[config.mk]
export PLATFORM = sky130hd
export DESIGN_NAME = keepalive_timeout_table_top_flat
export DESIGN_NICKNAME = d
export VERILOG_FILES = /design/src/sv/ktt_pkg.sv /design/src/sv/ktt_if.sv /design/src/sv/keepalive_timeout_table_top.sv /design/src/sv/ktt_ram.sv /design/src/sv/ktt_engine.sv /design/src/flat_wrapper.sv
export SDC_FILE = /design/constraint.sdc
export NUM_CORES = 1
export LEC_CHECK = 0
export BUFFER_PORTS_ARGS = -buffer_cell sky130_fd_sc_hd__buf_4
export CORE_MARGIN = 2
export CORE_UTILIZATION = 65
export CTS_BUF_LIST = sky130_fd_sc_hd__clkbuf_8
export DETAILED_ROUTE_END_ITERATION = 8
export PLACE_DENSITY = 0.89
export SLEW_MARGIN = 10
export SYNTH_ARGS = -nofsm -noshare
export SYNTH_HDL_FRONTEND = slang
export SYNTH_SLANG_ARGS = --single-unit
export TNS_END_PERCENT = 5
[constraint.sdc]
create_clock -name clk -period 16.2 [get_ports clk]
set_clock_uncertainty 0.05 [all_clocks]
set_input_delay 1.62 -clock clk [delete_from_list [all_inputs] [get_ports clk]]
set_output_delay 1.62 -clock clk [all_outputs]
set_load 0.005 [all_outputs]
[src/sv/ktt_pkg.sv]
// ----------------------------------------------------------------------------
// ktt_pkg
// Shared types and constants of the keepalive timeout table.
// ----------------------------------------------------------------------------
package ktt_pkg;

  localparam int KEY_W   = 48;
  localparam int CNT_W   = 9;
  localparam int LIMIT_W = 8;

  localparam logic OP_KEEPALIVE = 1'b0;
  localparam logic OP_TICK      = 1'b1;

  localparam logic KIND_TIMEOUT = 1'b0;
  localparam logic KIND_FULL    = 1'b1;

  localparam logic [CNT_W-1:0]   CNT_MAX     = 9'd511;
  localparam logic [LIMIT_W-1:0] LIMIT_RESET = 8'd3;

  typedef struct packed {
    logic             valid;
    logic             kind;
    logic [KEY_W-1:0] key;
    logic             last;
  } res_push_t;

endpackage

[src/sv/ktt_if.sv]
// ----------------------------------------------------------------------------
// ktt_if
// Channel interfaces: input item, result item and configuration write.
// ----------------------------------------------------------------------------
interface ktt_item_if;
  logic                     valid;
  logic                     ready;
  logic                     op;
  logic [ktt_pkg::KEY_W-1:0] node_key;

  modport source (output valid, output op, output node_key, input ready);
  modport sink   (input valid, input op, input node_key, output ready);
endinterface

interface ktt_res_if;
  logic                     valid;
  logic                     ready;
  logic                     kind;
  logic [ktt_pkg::KEY_W-1:0] node_key_res;
  logic                     last;

  modport source (output valid, output kind, output node_key_res, output last, input ready);
  modport sink   (input valid, input kind, input node_key_res, input last, output ready);
endinterface

interface ktt_cfg_if;
  logic                       valid;
  logic                       ready;
  logic [ktt_pkg::LIMIT_W-1:0] timeout_limit;

  modport source (output valid, output timeout_limit, input ready);
  modport sink   (input valid, input timeout_limit, output ready);
endinterface

[src/sv/keepalive_timeout_table_top.sv]
// ----------------------------------------------------------------------------
// keepalive_timeout_table_top
// Heartbeat timeout monitor: keeps node keys with missed-tick counts in RAM,
// clears or inserts on keepalive, ages and expires entries on tick.
//
//   channel  dir  payload                      transaction
//   item     in   op, node_key                 valid && ready
//   result   out  kind, node_key_res, last     valid && ready
//   cfg      in   timeout_limit                valid && ready (always ready)
//
// An item holds the engine from its transaction until its walk is done (one RAM
// read per slot, a step to judge the last slot, then a write back or flush);
// the next item is accepted only once the engine is back in idle.
// Result stalls lengthen a tick and a table-full keepalive.
// Reset clears all slot valid bits at once; no clearing pass is needed.
// Result stalls hold the slot walk; item.ready is high only between items.
// ----------------------------------------------------------------------------
module keepalive_timeout_table_top #(
  parameter int TABLE_ENTRIES = 16
) (
  input  logic       clk,
  input  logic       rst,
  ktt_item_if.sink   item,
  ktt_res_if.source  result,
  ktt_cfg_if.sink    cfg
);

  logic [ktt_pkg::LIMIT_W-1:0] limit;
  logic                        eng_idle;
  logic                        out_free;
  ktt_pkg::res_push_t          push;

  logic                        out_vld;
  logic                        out_kind;
  logic [ktt_pkg::KEY_W-1:0]   out_key;
  logic                        out_last;

  assign cfg.ready  = 1'b1;
  assign item.ready = eng_idle;
  assign out_free   = !out_vld || result.ready;

  always_ff @(posedge clk) begin
    if (rst) begin
      limit <= ktt_pkg::LIMIT_RESET;
    end else if (cfg.valid) begin
      limit <= cfg.timeout_limit;
    end
  end

  ktt_engine #(
    .TABLE_ENTRIES (TABLE_ENTRIES)
  ) u_engine (
    .clk           (clk),
    .rst           (rst),
    .start         (item.valid && item.ready),
    .op            (item.op),
    .node_key      (item.node_key),
    .timeout_limit (limit),
    .out_free      (out_free),
    .idle          (eng_idle),
    .push          (push)
  );

  always_ff @(posedge clk) begin
    if (rst) begin
      out_vld <= 1'b0;
    end else if (push.valid) begin
      out_vld <= 1'b1;
    end else if (result.ready) begin
      out_vld <= 1'b0;
    end
  end

  always_ff @(posedge clk) begin
    if (push.valid) begin
      out_kind <= push.kind;
      out_key  <= push.key;
      out_last <= push.last;
    end
  end

  assign result.valid        = out_vld;
  assign result.kind         = out_kind;
  assign result.node_key_res = out_key;
  assign result.last         = out_last;

endmodule

[src/sv/ktt_ram.sv]
// ----------------------------------------------------------------------------
// ktt_ram
// Generic single-port-write, single-port-read RAM with registered read data.
// ----------------------------------------------------------------------------
module ktt_ram #(
  parameter int WIDTH = 8,
  parameter int DEPTH = 16,
  parameter int AW    = (DEPTH > 1) ? $clog2(DEPTH) : 1
) (
  input  logic             clk,
  input  logic             we,
  input  logic [AW-1:0]    waddr,
  input  logic [WIDTH-1:0] wdata,
  input  logic             re,
  input  logic [AW-1:0]    raddr,
  output logic [WIDTH-1:0] rdata
);

  logic [WIDTH-1:0] mem [DEPTH];

  always_ff @(posedge clk) begin
    if (we) begin
      mem[waddr] <= wdata;
    end
    if (re) begin
      rdata <= mem[raddr];
    end
  end

endmodule

[src/sv/ktt_engine.sv]
// ----------------------------------------------------------------------------
// ktt_engine
// Slot walker: reads each table entry from RAM, updates counts, finds keys
// and free slots, and hands results to the output register.
// ----------------------------------------------------------------------------
module ktt_engine #(
  parameter int TABLE_ENTRIES = 16
) (
  input  logic                          clk,
  input  logic                          rst,
  input  logic                          start,
  input  logic                          op,
  input  logic [ktt_pkg::KEY_W-1:0]     node_key,
  input  logic [ktt_pkg::LIMIT_W-1:0]   timeout_limit,
  input  logic                          out_free,
  output logic                          idle,
  output ktt_pkg::res_push_t            push
);

  localparam int IDX_W  = (TABLE_ENTRIES > 1) ? $clog2(TABLE_ENTRIES) : 1;
  localparam int DATA_W = ktt_pkg::KEY_W + ktt_pkg::CNT_W;
  localparam logic [IDX_W-1:0] LAST_IDX = IDX_W'(TABLE_ENTRIES - 1);

  localparam logic [1:0] S_IDLE   = 2'd0;
  localparam logic [1:0] S_SCAN   = 2'd1;
  localparam logic [1:0] S_FINISH = 2'd2;

  logic [1:0]                  state;
  logic [TABLE_ENTRIES-1:0]    valid;
  logic                        op_r;
  logic [ktt_pkg::KEY_W-1:0]   key_r;
  logic [IDX_W-1:0]            rd_idx;
  logic                        rd_done;
  logic                        ev_vld;
  logic [IDX_W-1:0]            ev_idx;
  logic                        hit;
  logic [IDX_W-1:0]            hit_idx;
  logic                        free_found;
  logic [IDX_W-1:0]            free_idx;
  logic                        pend_vld;
  logic [ktt_pkg::KEY_W-1:0]   pend_key;

  logic                        ram_we;
  logic [IDX_W-1:0]            ram_waddr;
  logic [DATA_W-1:0]           ram_wdata;
  logic                        ram_re;
  logic [DATA_W-1:0]           ram_rdata;

  logic [ktt_pkg::KEY_W-1:0]   ev_key;
  logic [ktt_pkg::CNT_W-1:0]   ev_cnt;
  logic [ktt_pkg::CNT_W-1:0]   cnt_inc;
  logic                        ev_live;
  logic                        expired;
  logic                        stall;
  logic                        advance;

  assign ev_key  = ram_rdata[DATA_W-1:ktt_pkg::CNT_W];
  assign ev_cnt  = ram_rdata[ktt_pkg::CNT_W-1:0];
  assign cnt_inc = (ev_cnt == ktt_pkg::CNT_MAX) ? ev_cnt : ev_cnt + 1'b1;
  assign ev_live = valid[ev_idx];
  assign expired = ev_live && (cnt_inc > {1'b0, timeout_limit});
  assign stall   = (state == S_SCAN) && ev_vld && (op_r == ktt_pkg::OP_TICK)
                   && expired && pend_vld && !out_free;
  assign advance = (state == S_SCAN) && !stall;
  assign idle    = (state == S_IDLE);

  ktt_ram #(
    .WIDTH (DATA_W),
    .DEPTH (TABLE_ENTRIES),
    .AW    (IDX_W)
  ) u_ram (
    .clk   (clk),
    .we    (ram_we),
    .waddr (ram_waddr),
    .wdata (ram_wdata),
    .re    (ram_re),
    .raddr (rd_idx),
    .rdata (ram_rdata)
  );

  always_comb begin
    push      = '0;
    ram_we    = 1'b0;
    ram_waddr = ev_idx;
    ram_wdata = {ev_key, cnt_inc};
    ram_re    = advance && !rd_done;
    case (state)
      S_SCAN: begin
        if (advance && ev_vld && (op_r == ktt_pkg::OP_TICK) && ev_live) begin
          ram_we = 1'b1;
          if (expired && pend_vld) begin
            push.valid = 1'b1;
            push.kind  = ktt_pkg::KIND_TIMEOUT;
            push.key   = pend_key;
            push.last  = 1'b0;
          end
        end
      end
      S_FINISH: begin
        if (op_r == ktt_pkg::OP_KEEPALIVE) begin
          if (hit) begin
            ram_we    = 1'b1;
            ram_waddr = hit_idx;
            ram_wdata = {key_r, {ktt_pkg::CNT_W{1'b0}}};
          end else if (free_found) begin
            ram_we    = 1'b1;
            ram_waddr = free_idx;
            ram_wdata = {key_r, {ktt_pkg::CNT_W{1'b0}}};
          end else if (out_free) begin
            push.valid = 1'b1;
            push.kind  = ktt_pkg::KIND_FULL;
            push.key   = key_r;
            push.last  = 1'b1;
          end
        end else if (pend_vld && out_free) begin
          push.valid = 1'b1;
          push.kind  = ktt_pkg::KIND_TIMEOUT;
          push.key   = pend_key;
          push.last  = 1'b1;
        end
      end
      default: begin
      end
    endcase
  end

  always_ff @(posedge clk) begin
    if (rst) begin
      state    <= S_IDLE;
      valid    <= '0;
      ev_vld   <= 1'b0;
      rd_done  <= 1'b0;
      pend_vld <= 1'b0;
    end else begin
      case (state)
        S_IDLE: begin
          if (start) begin
            op_r       <= op;
            key_r      <= node_key;
            rd_idx     <= '0;
            rd_done    <= 1'b0;
            ev_vld     <= 1'b0;
            hit        <= 1'b0;
            free_found <= 1'b0;
            pend_vld   <= 1'b0;
            state      <= S_SCAN;
          end
        end
        S_SCAN: begin
          if (advance) begin
            if (ev_vld) begin
              if (op_r == ktt_pkg::OP_KEEPALIVE) begin
                if (ev_live && (ev_key == key_r) && !hit) begin
                  hit     <= 1'b1;
                  hit_idx <= ev_idx;
                end
                if (!ev_live && !free_found) begin
                  free_found <= 1'b1;
                  free_idx   <= ev_idx;
                end
              end else if (expired) begin
                valid[ev_idx] <= 1'b0;
                pend_vld      <= 1'b1;
                pend_key      <= ev_key;
              end
            end
            if (!rd_done) begin
              ev_vld <= 1'b1;
              ev_idx <= rd_idx;
              if (rd_idx == LAST_IDX) begin
                rd_done <= 1'b1;
              end else begin
                rd_idx <= rd_idx + 1'b1;
              end
            end else begin
              ev_vld <= 1'b0;
              state  <= S_FINISH;
            end
          end
        end
        S_FINISH: begin
          if (op_r == ktt_pkg::OP_KEEPALIVE) begin
            if (hit) begin
              state <= S_IDLE;
            end else if (free_found) begin
              valid[free_idx] <= 1'b1;
              state           <= S_IDLE;
            end else if (out_free) begin
              state <= S_IDLE;
            end
          end else if (!pend_vld) begin
            state <= S_IDLE;
          end else if (out_free) begin
            pend_vld <= 1'b0;
            state    <= S_IDLE;
          end
        end
        default: begin
          state <= S_IDLE;
        end
      endcase
    end
  end

  a_push_has_room: assert property (@(posedge clk) disable iff (rst)
    push.valid |-> out_free)
    else $error("result pushed while output register occupied");

  a_full_is_last: assert property (@(posedge clk) disable iff (rst)
    (push.valid && (push.kind == ktt_pkg::KIND_FULL)) |-> push.last)
    else $error("table-full result not marked last");

  a_idle_no_pending: assert property (@(posedge clk) disable iff (rst)
    (state == S_IDLE) |-> (!pend_vld && !ev_vld))
    else $error("pending timeout left behind at end of transaction");

  a_stall_holds_slot: assert property (@(posedge clk) disable iff (rst)
    stall |=> (ev_vld && (ev_idx == $past(ev_idx)) && (rd_idx == $past(rd_idx))))
    else $error("slot pointer moved during stall");

endmodule
[src/flat_wrapper.sv]
// flat-port wrapper written by rule: the top's interface ports become plain ports
module keepalive_timeout_table_top_flat 
#(
  parameter int TABLE_ENTRIES = 16
)
  (clk, rst, item_valid, item_op, item_node_key, item_ready, result_valid, result_kind, result_node_key_res, result_last, result_ready, cfg_valid, cfg_timeout_limit, cfg_ready);
  ktt_item_if item_i ();
  ktt_res_if result_i ();
  ktt_cfg_if cfg_i ();
  input  logic clk;
  input  logic rst;
  input wire logic [$bits(item_i.valid)-1:0] item_valid;
  input wire logic [$bits(item_i.op)-1:0] item_op;
  input wire logic [$bits(item_i.node_key)-1:0] item_node_key;
  output wire logic [$bits(item_i.ready)-1:0] item_ready;
  output wire logic [$bits(result_i.valid)-1:0] result_valid;
  output wire logic [$bits(result_i.kind)-1:0] result_kind;
  output wire logic [$bits(result_i.node_key_res)-1:0] result_node_key_res;
  output wire logic [$bits(result_i.last)-1:0] result_last;
  input wire logic [$bits(result_i.ready)-1:0] result_ready;
  input wire logic [$bits(cfg_i.valid)-1:0] cfg_valid;
  input wire logic [$bits(cfg_i.timeout_limit)-1:0] cfg_timeout_limit;
  output wire logic [$bits(cfg_i.ready)-1:0] cfg_ready;
  assign item_i.valid = item_valid;
  assign item_i.op = item_op;
  assign item_i.node_key = item_node_key;
  assign item_ready = item_i.ready;
  assign result_valid = result_i.valid;
  assign result_kind = result_i.kind;
  assign result_node_key_res = result_i.node_key_res;
  assign result_last = result_i.last;
  assign result_i.ready = result_ready;
  assign cfg_i.valid = cfg_valid;
  assign cfg_i.timeout_limit = cfg_timeout_limit;
  assign cfg_ready = cfg_i.ready;
  keepalive_timeout_table_top #(.TABLE_ENTRIES(TABLE_ENTRIES)) u_core (.clk(clk), .rst(rst), .item(item_i), .result(result_i), .cfg(cfg_i));
endmodule
# Word-level counts from Yosys, hierarchy flattened
# Memory sizes are Yosys's and may differ from the RTL's. A register that Yosys moved wholly into a read port is not among the register bits.
# Cells that the tools add are included.
# word_totals
register_bits	195
latch_bits	0
ramBits	912
rom_bits	0
out_inout_bits	53
word_cells	177
mem_count	1
# op_classes
addsub	2
n_mul	0
div_mod_pow	0
magnitude_cmp	5
eq_ne	20
shifts	0
muxes	80
bitwise	6
n_reduce_logical	44
# mem_list
name	words	width	rd	rd_ports_with_merged_regs	wr	line_no	text
u_core.u_engine.u_ram.mem	16	57	1	1	1	ktt_ram.sv:19	logic [WIDTH-1:0] mem [DEPTH];
# ops
op	count
$mux 51	7
$mux 57	4
$mux 16	7
$pmux 51 s2	1
$eq 48x48->1	1
$mux 1	32
$mux 4	8
$pmux 16 s2	1
$ne 2x2->1 const B	13
$reduce_and 6->1	4
$reduce_and 7->1	3
$logic_and 1x1->1	19
$and 16x16->16	1
$mux 2	8
$not 16->16	1
$or 16x16->16	1
$lt 4x5->1 const B	2
$pmux 1 s2	5
$add 9x1->9 const B	1
$eq 9x9->1 const B	1
$gt 9x8->1	1
$mux 9	1
$reduce_and 3->1	3
$demux 1 s4	2
18 further kinds	30

# Longest topological paths before layout
# logic_depth
word_depth	16
mapped_depth	15
mapped_depth_nobuf	13

# Hierarchy
# A second synthesis with hierarchy kept.
# unflattened
cells_unflattened	2139
hier_area_um2	44881.8
# by_module_without_submodules
module	n_inst	cells_per_inst	area_per_inst_um2	seq_area_each_um2
ktt_ram	1	1470	35824.4	29097.9
ktt_engine	1	586	7209.4	3873.7
keepalive_timeout_table_top	1	83	1848.0	1681.6

# Least setup slack after synthesis
# No wires, ideal clock.
# synth_path
path_kind	reg-to-reg
start	reg u_core.u_engine.u_ram.rdata[0], read port of u_core.u_engine.u_ram.mem
end	reg u_core.u_engine.pend_key[0] (netlist bit), enable pin
setup_ps	513
arrival_ps	6258
setup_slack_ps	9379
path_stages_with_launch	14
path_buffers	1
cell_sequence	edfxtp_1 > ha_1 > nand3_1 > or3_1 > and3_1 > and4_1 > xor2_1 > ha_1 > and4_1 > a21boi_0 > o41ai_2 > a221o_1 > clkbuf_1 > nor3_1
# synth_between
elab_chain_len	10
word_cells_on_any_way	11
cone_classes	add/sub: 1; order compare: 1; eq/ne: 1; mux: 1; reduce/logical: 7
# synth_rtl
element	line_no	text
start, declared	ktt_ram.sv:16	output logic [WIDTH-1:0] rdata
$add 9x1->9 / $eq 9x9->1 (equally long branches)	ktt_engine.sv:59	assign cnt_inc = (ev_cnt == ktt_pkg::CNT_MAX) ? ev_cnt : ev_cnt + 1'b1;
$mux 9 (*)	ktt_engine.sv:59	
$gt 9x8->1 (*)	ktt_engine.sv:61	assign expired = ev_live && (cnt_inc > {1'b0, timeout_limit});
$logic_and 1x1->1 (*)	ktt_engine.sv:61	
$logic_and 1x1->1 (3 in a row)	ktt_engine.sv:63	&& expired && pend_vld && !out_free;
$logic_not 1->1	ktt_engine.sv:64	assign advance = (state == S_SCAN) && !stall;
$logic_and 1x1->1	ktt_engine.sv:64	
$reduce_and 6->1 (no line) (*)	n/a	
end signal, assigned	ktt_engine.sv:164	pend_key <= ev_key;
end, declared	ktt_engine.sv:41	logic [ktt_pkg::KEY_W-1:0] pend_key;
# Mark *: on every way between the ends. The rest lies on a longest branch, timed or not.
# A chain may end at the register's enable or synchronous reset.

# Final worst setup path
# layout_path
start	reg u_core.u_engine.u_ram.rdata[0], read port of u_core.u_engine.u_ram.mem
end	mem u_core.u_engine.u_ram.mem[0][3] (netlist bit), enable pin
# layout_between
elab_chain_len	16
word_cells_on_any_way	17
cone_classes	add/sub: 1; order compare: 1; eq/ne: 1; mux: 5; reduce/logical: 9
# layout_rtl
element	line_no	text
$add 9x1->9 / $eq 9x9->1 (equally long branches)	ktt_engine.sv:59	
$mux 9 (*)	ktt_engine.sv:59	
$gt 9x8->1 (*)	ktt_engine.sv:61	
$logic_and 1x1->1 (*)	ktt_engine.sv:61	
$logic_and 1x1->1 (*) (3 in a row)	ktt_engine.sv:63	
$logic_not 1->1 (*)	ktt_engine.sv:64	
$logic_and 1x1->1 (*)	ktt_engine.sv:64	
$logic_and 1x1->1 (*) (3 in a row)	ktt_engine.sv:89	if (advance && ev_vld && (op_r == ktt_pkg::OP_TICK) && ev_live) begin
$mux 1 (*)	ktt_engine.sv:89	
$pmux 1 s2 (*)	ktt_engine.sv:87	case (state)
$mux 1 (*)	ktt_ram.sv:22	if (we) begin
$mux 1 (not written as such) (*)	ktt_ram.sv:23	mem[waddr] <= wdata;
end, declared	ktt_ram.sv:19	
# Marked as above.

==> key figures <==
Global route
  • GRT met1 Usage: 41.3%
  • Global-route wire length before repair: 157 mm
  • Vias in the first global route: 24400
  • Met3 Usage GRT: under 10%
  • Gr busiest metal: met2
  • Met2 usage in global routing: 49.6%
  • Initial antenna violation count: 4
  • Largest net degree at the start of global routing: 170
  • Gr ovfl total: 0
  • Gr usage total: 31.1%

Clock network
  • Clk_lat worst skew: 0.85 ns
  • Setup Fix Bufs, Post-CTS: 0
  • Post-CTS Hold Fix Bufs: 0
  • Clock Tree Root: clkbuf_8
  • Max H-tree Level: 4
  • TritonCTS Sinks: 1164
  • CTS tree: done
  • Clk buf depth: 3
  • TritonCTS buffer count: 174
  • Clock transition at path regs: 0.07 ns
  • CTS resizes: 0

Synth
  • Yosys top cell by area: edfxtp_1
  • Top post-synthesis cells by count: edfxtp_1 (1134), mux4_2 (285), nand2_1 (249), clkbuf_1 (88), o21ai_0 (75)
  • Post-synth EDFFs: 1134
  • Ys flop type: edfxtp_1
  • Synthesized area per cell: slightly above 20 sq um
  • Synth cell types: between 60 and 70
  • Post-synth ARST share: 0%
  • Top cells by area, synth: edfxtp_1 (75%), mux4_2 (14%), nand2_1 (2.1%), dfxtp_1 (1.3%), o21ai_0 (0.83%)
  • Post-synth net total: 2302
  • Most numerous cell in the Yosys netlist: edfxtp_1
  • Sequential element share of the synthesized area: 76.8%
  • Synth Register Bits: 1164
  • Top cell type's share of synthesized area: 75.5%
  • Syn Inst Count: 2226
  • Post-Syn Area: 45100 sq um
  • YS warnings: 0

Setup path
  • WS Path Type: register to register
  • Crit end category: register
  • Worst-path maximum fanout: 36
  • Worst-path cell chain: ha_1 -> nand3_1 -> or3_1 -> and3_1 -> and4_1 -> xor2_1 -> ha_1 -> and4_1 -> a21boi_0 -> o41ai_2 -> a22o_1 -> a31oi_4 -> nor2_4 -> buf_4
  • Slowest-stage cell, CP: nor2_4
  • Slowest Stage Delay on Critical Path: 0.94 ns
  • Crit path arrival time: 6.34 ns
  • Critical Path Start Type: register
  • Required time worst endpoint: roughly 17 ns

Power
  • Sequential group share of total power: 51.8%
  • Sw Share: 28.0%
  • Leak pwr: 0.0163 uW
  • Power density over the cells: ~150 nW/um^2
  • VDD IR max: between 90 and 100 uV
  • Net Switching: 2060 uW
  • Proportion of power drawn by the clock network: 30.0%
  • Gate power share: 18.2%
  • P_int: 5290 uW

Route
  • Final WL: 108 mm
  • Routed Antenna Nets: 0
  • Total number of vias: 23900
  • Detailed Route Iter0 Violations: ~3700
  • Vias per cell: 6.79
  • DRC errors left: 0
  • TritonRoute pass-1 iters: 5
  • Per-cell routed wire length: 30.8 um

STA
  • Fin worst setup slack: between 10 and 15 ns
  • Final setup TNS: 0 ns
  • Max-slew violation count: 0
  • Fin crit share: between 30% and 40%
  • Achievable frequency: 168 MHz
  • Fin. Hold Viols: 0
  • Fin crit period: just under 6 ns
  • Relative slew slack: 16.7%
  • Unrepaired setup endpoints after global routing: false
  • Final setup fails: 0
  • Worst slew pin tran: 1.25 ns

Flow run
  • Max cap viols: 0

Worst hold path
  • HP Class: register to register

Floorplanning
  • DIE WIDTH: 267 um
  • I/O pin total: 115
  • Rows: between 90 and 100
  • Starting density of the core: 65.7%
  • Die area: 71500 sq um
  • Die Y: 267 um
  • Core region area: 68700 sq um

Place
  • Routability cong.: 0.828
  • Port bufs: about 110
  • Post-place setup slack: 10.33 ns
  • Post-place instance area: 47200 sq um
  • Hpwl dp: 59.7 mm

Finish
  • Final Instance Area: 50400 sq um
  • Final net count: 2518
  • Synthesis-to-layout area growth: 11.7%
  • Layout cells sized above 1: 26.2%

Outcome
  • Status: complete, no violations
[flip-flops by register name (all words and copies together), names as in the netlist]
register	cells
u_core.result.kind	1
u_core.result.valid	1
u_core.u_engine.ev_idx	4
u_core.u_engine.free_found	1
u_core.u_engine.pend_key	48
u_core.u_engine.hit_idx	4
u_core.u_engine.rd_done	1
u_core.result.last	1
u_core.limit	8
u_core.u_engine.ev_vld	1
u_core.u_engine.u_ram.mem	912
u_core.u_engine.u_ram.rdata	57
u_core.result.node_key_res	48
u_core.u_engine.op_r	1
u_core.u_engine.rd_idx	4
u_core.u_engine.key_r	48
u_core.u_engine.hit	1
u_core.u_engine.state	2
u_core.u_engine.valid	16
u_core.u_engine.free_idx	4
u_core.u_engine.pend_vld	1
[logic make-up (layout without fill, tap and decap cells)]
family | after synthesis | in the layout | share of synthesized area, %
flops | 1164 | 1164 | 76.8
buf+inv | 132 | 494 | 1.12
other cells | 1 | 3 | 0.00831
xor+xnor | 47 | 47 | 0.912
simple gates | 424 | 424 | 4.22
compound gates | 144 | 144 | 1.97
mux | 300 | 300 | 14.6
fa+ha+maj | 14 | 14 | 0.388
[layout by cell type (no fill, tap or decap), drive strengths merged, types with 17 or more instances in the layout]
master / n
nand4: 24
nor3: 17
buf: 150
o21ai: 76
inv: 93
nand2: 249
nor2: 48
dfxtp: 30
xor2: 21
xnor2: 26
clkbuf: 176
edfxtp: 1134
nor2b: 17
clkinv: 68
mux4: 285
[cell type report]
class                           count  area (sq um)
Clock inverter                    146           773
Sequential cell                  1164         34700
Multi-Input combinational cell    930         10100
Antenna cell                        2          5.00
Clock buffer                      176          2420
Fill cell                        3543         18300
Inverter                           22          82.6
Timing Repair Buffer              150          1160
Tap cell                          931          1160
[stage by stage]
| stage | total power, uW | cells | hold slack, ns | util, % |
|---|---|---|---|---|
| finish | 7350 | 3521 | 0.426 | 73.4 |
| global route | 7580 | 3520 | 0.447 | 73.4 |
| CTS | 7350 | 3518 | 0.429 | 73.4 |
| detailed placement | 5170 | 3196 | 0.412 | 68.7 |
| global placement | 5070 | 3196 | 0.411 | 68.7 |
| floorplan | 4710 | 2226 | 0.374 | - |
[power groups by stage]
stage	Combinational, uW	Sequential, uW	Clock (uW)
after detailed placement	1310	3860	0
after global routing	1420	3810	2350
after floorplan	897	3820	0
after global placement	1220	3850	0
final	1340	3810	2200
after CTS	1320	3800	2230
[critical path: cells and delay by family (launching register included)]
| family | cells | cell delay (ns) |
|---|---|---|
| compound gates | 4 | 1.62 |
| buf+inv | 1 | 0.69 |
| simple gates | 6 | 2.10 |
| flops | 1 | 0.39 |
| xor+xnor | 1 | 0.19 |
| fa+ha+maj | 2 | 0.48 |
[worst paths after layout]
path / from / endpoint / slack, ns / depth (start not counted)
worst max-delay path: u_core.u_engine.u_ram.rdata[0] / u_core.u_engine.u_ram.mem[0][3] / 10.26 / 14
worst min-delay path: u_core.u_engine.u_ram.rdata[19] / u_core.u_engine.pend_key[10] / 0.43 / 0
worst min register to register: u_core.u_engine.u_ram.rdata[19] / u_core.u_engine.pend_key[10] / 0.43 / 0
worst max register to register: u_core.u_engine.u_ram.rdata[0] / u_core.u_engine.u_ram.mem[0][3] / 10.26 / 14
[routing by layer]
metal	up-vias	wire length (um)
met3	288	13700
met4	4	3360
met2	1962	53700
met5	-	31
li1	9527	-
met1	12100	37500
Power figures use the tool's default switching activity.
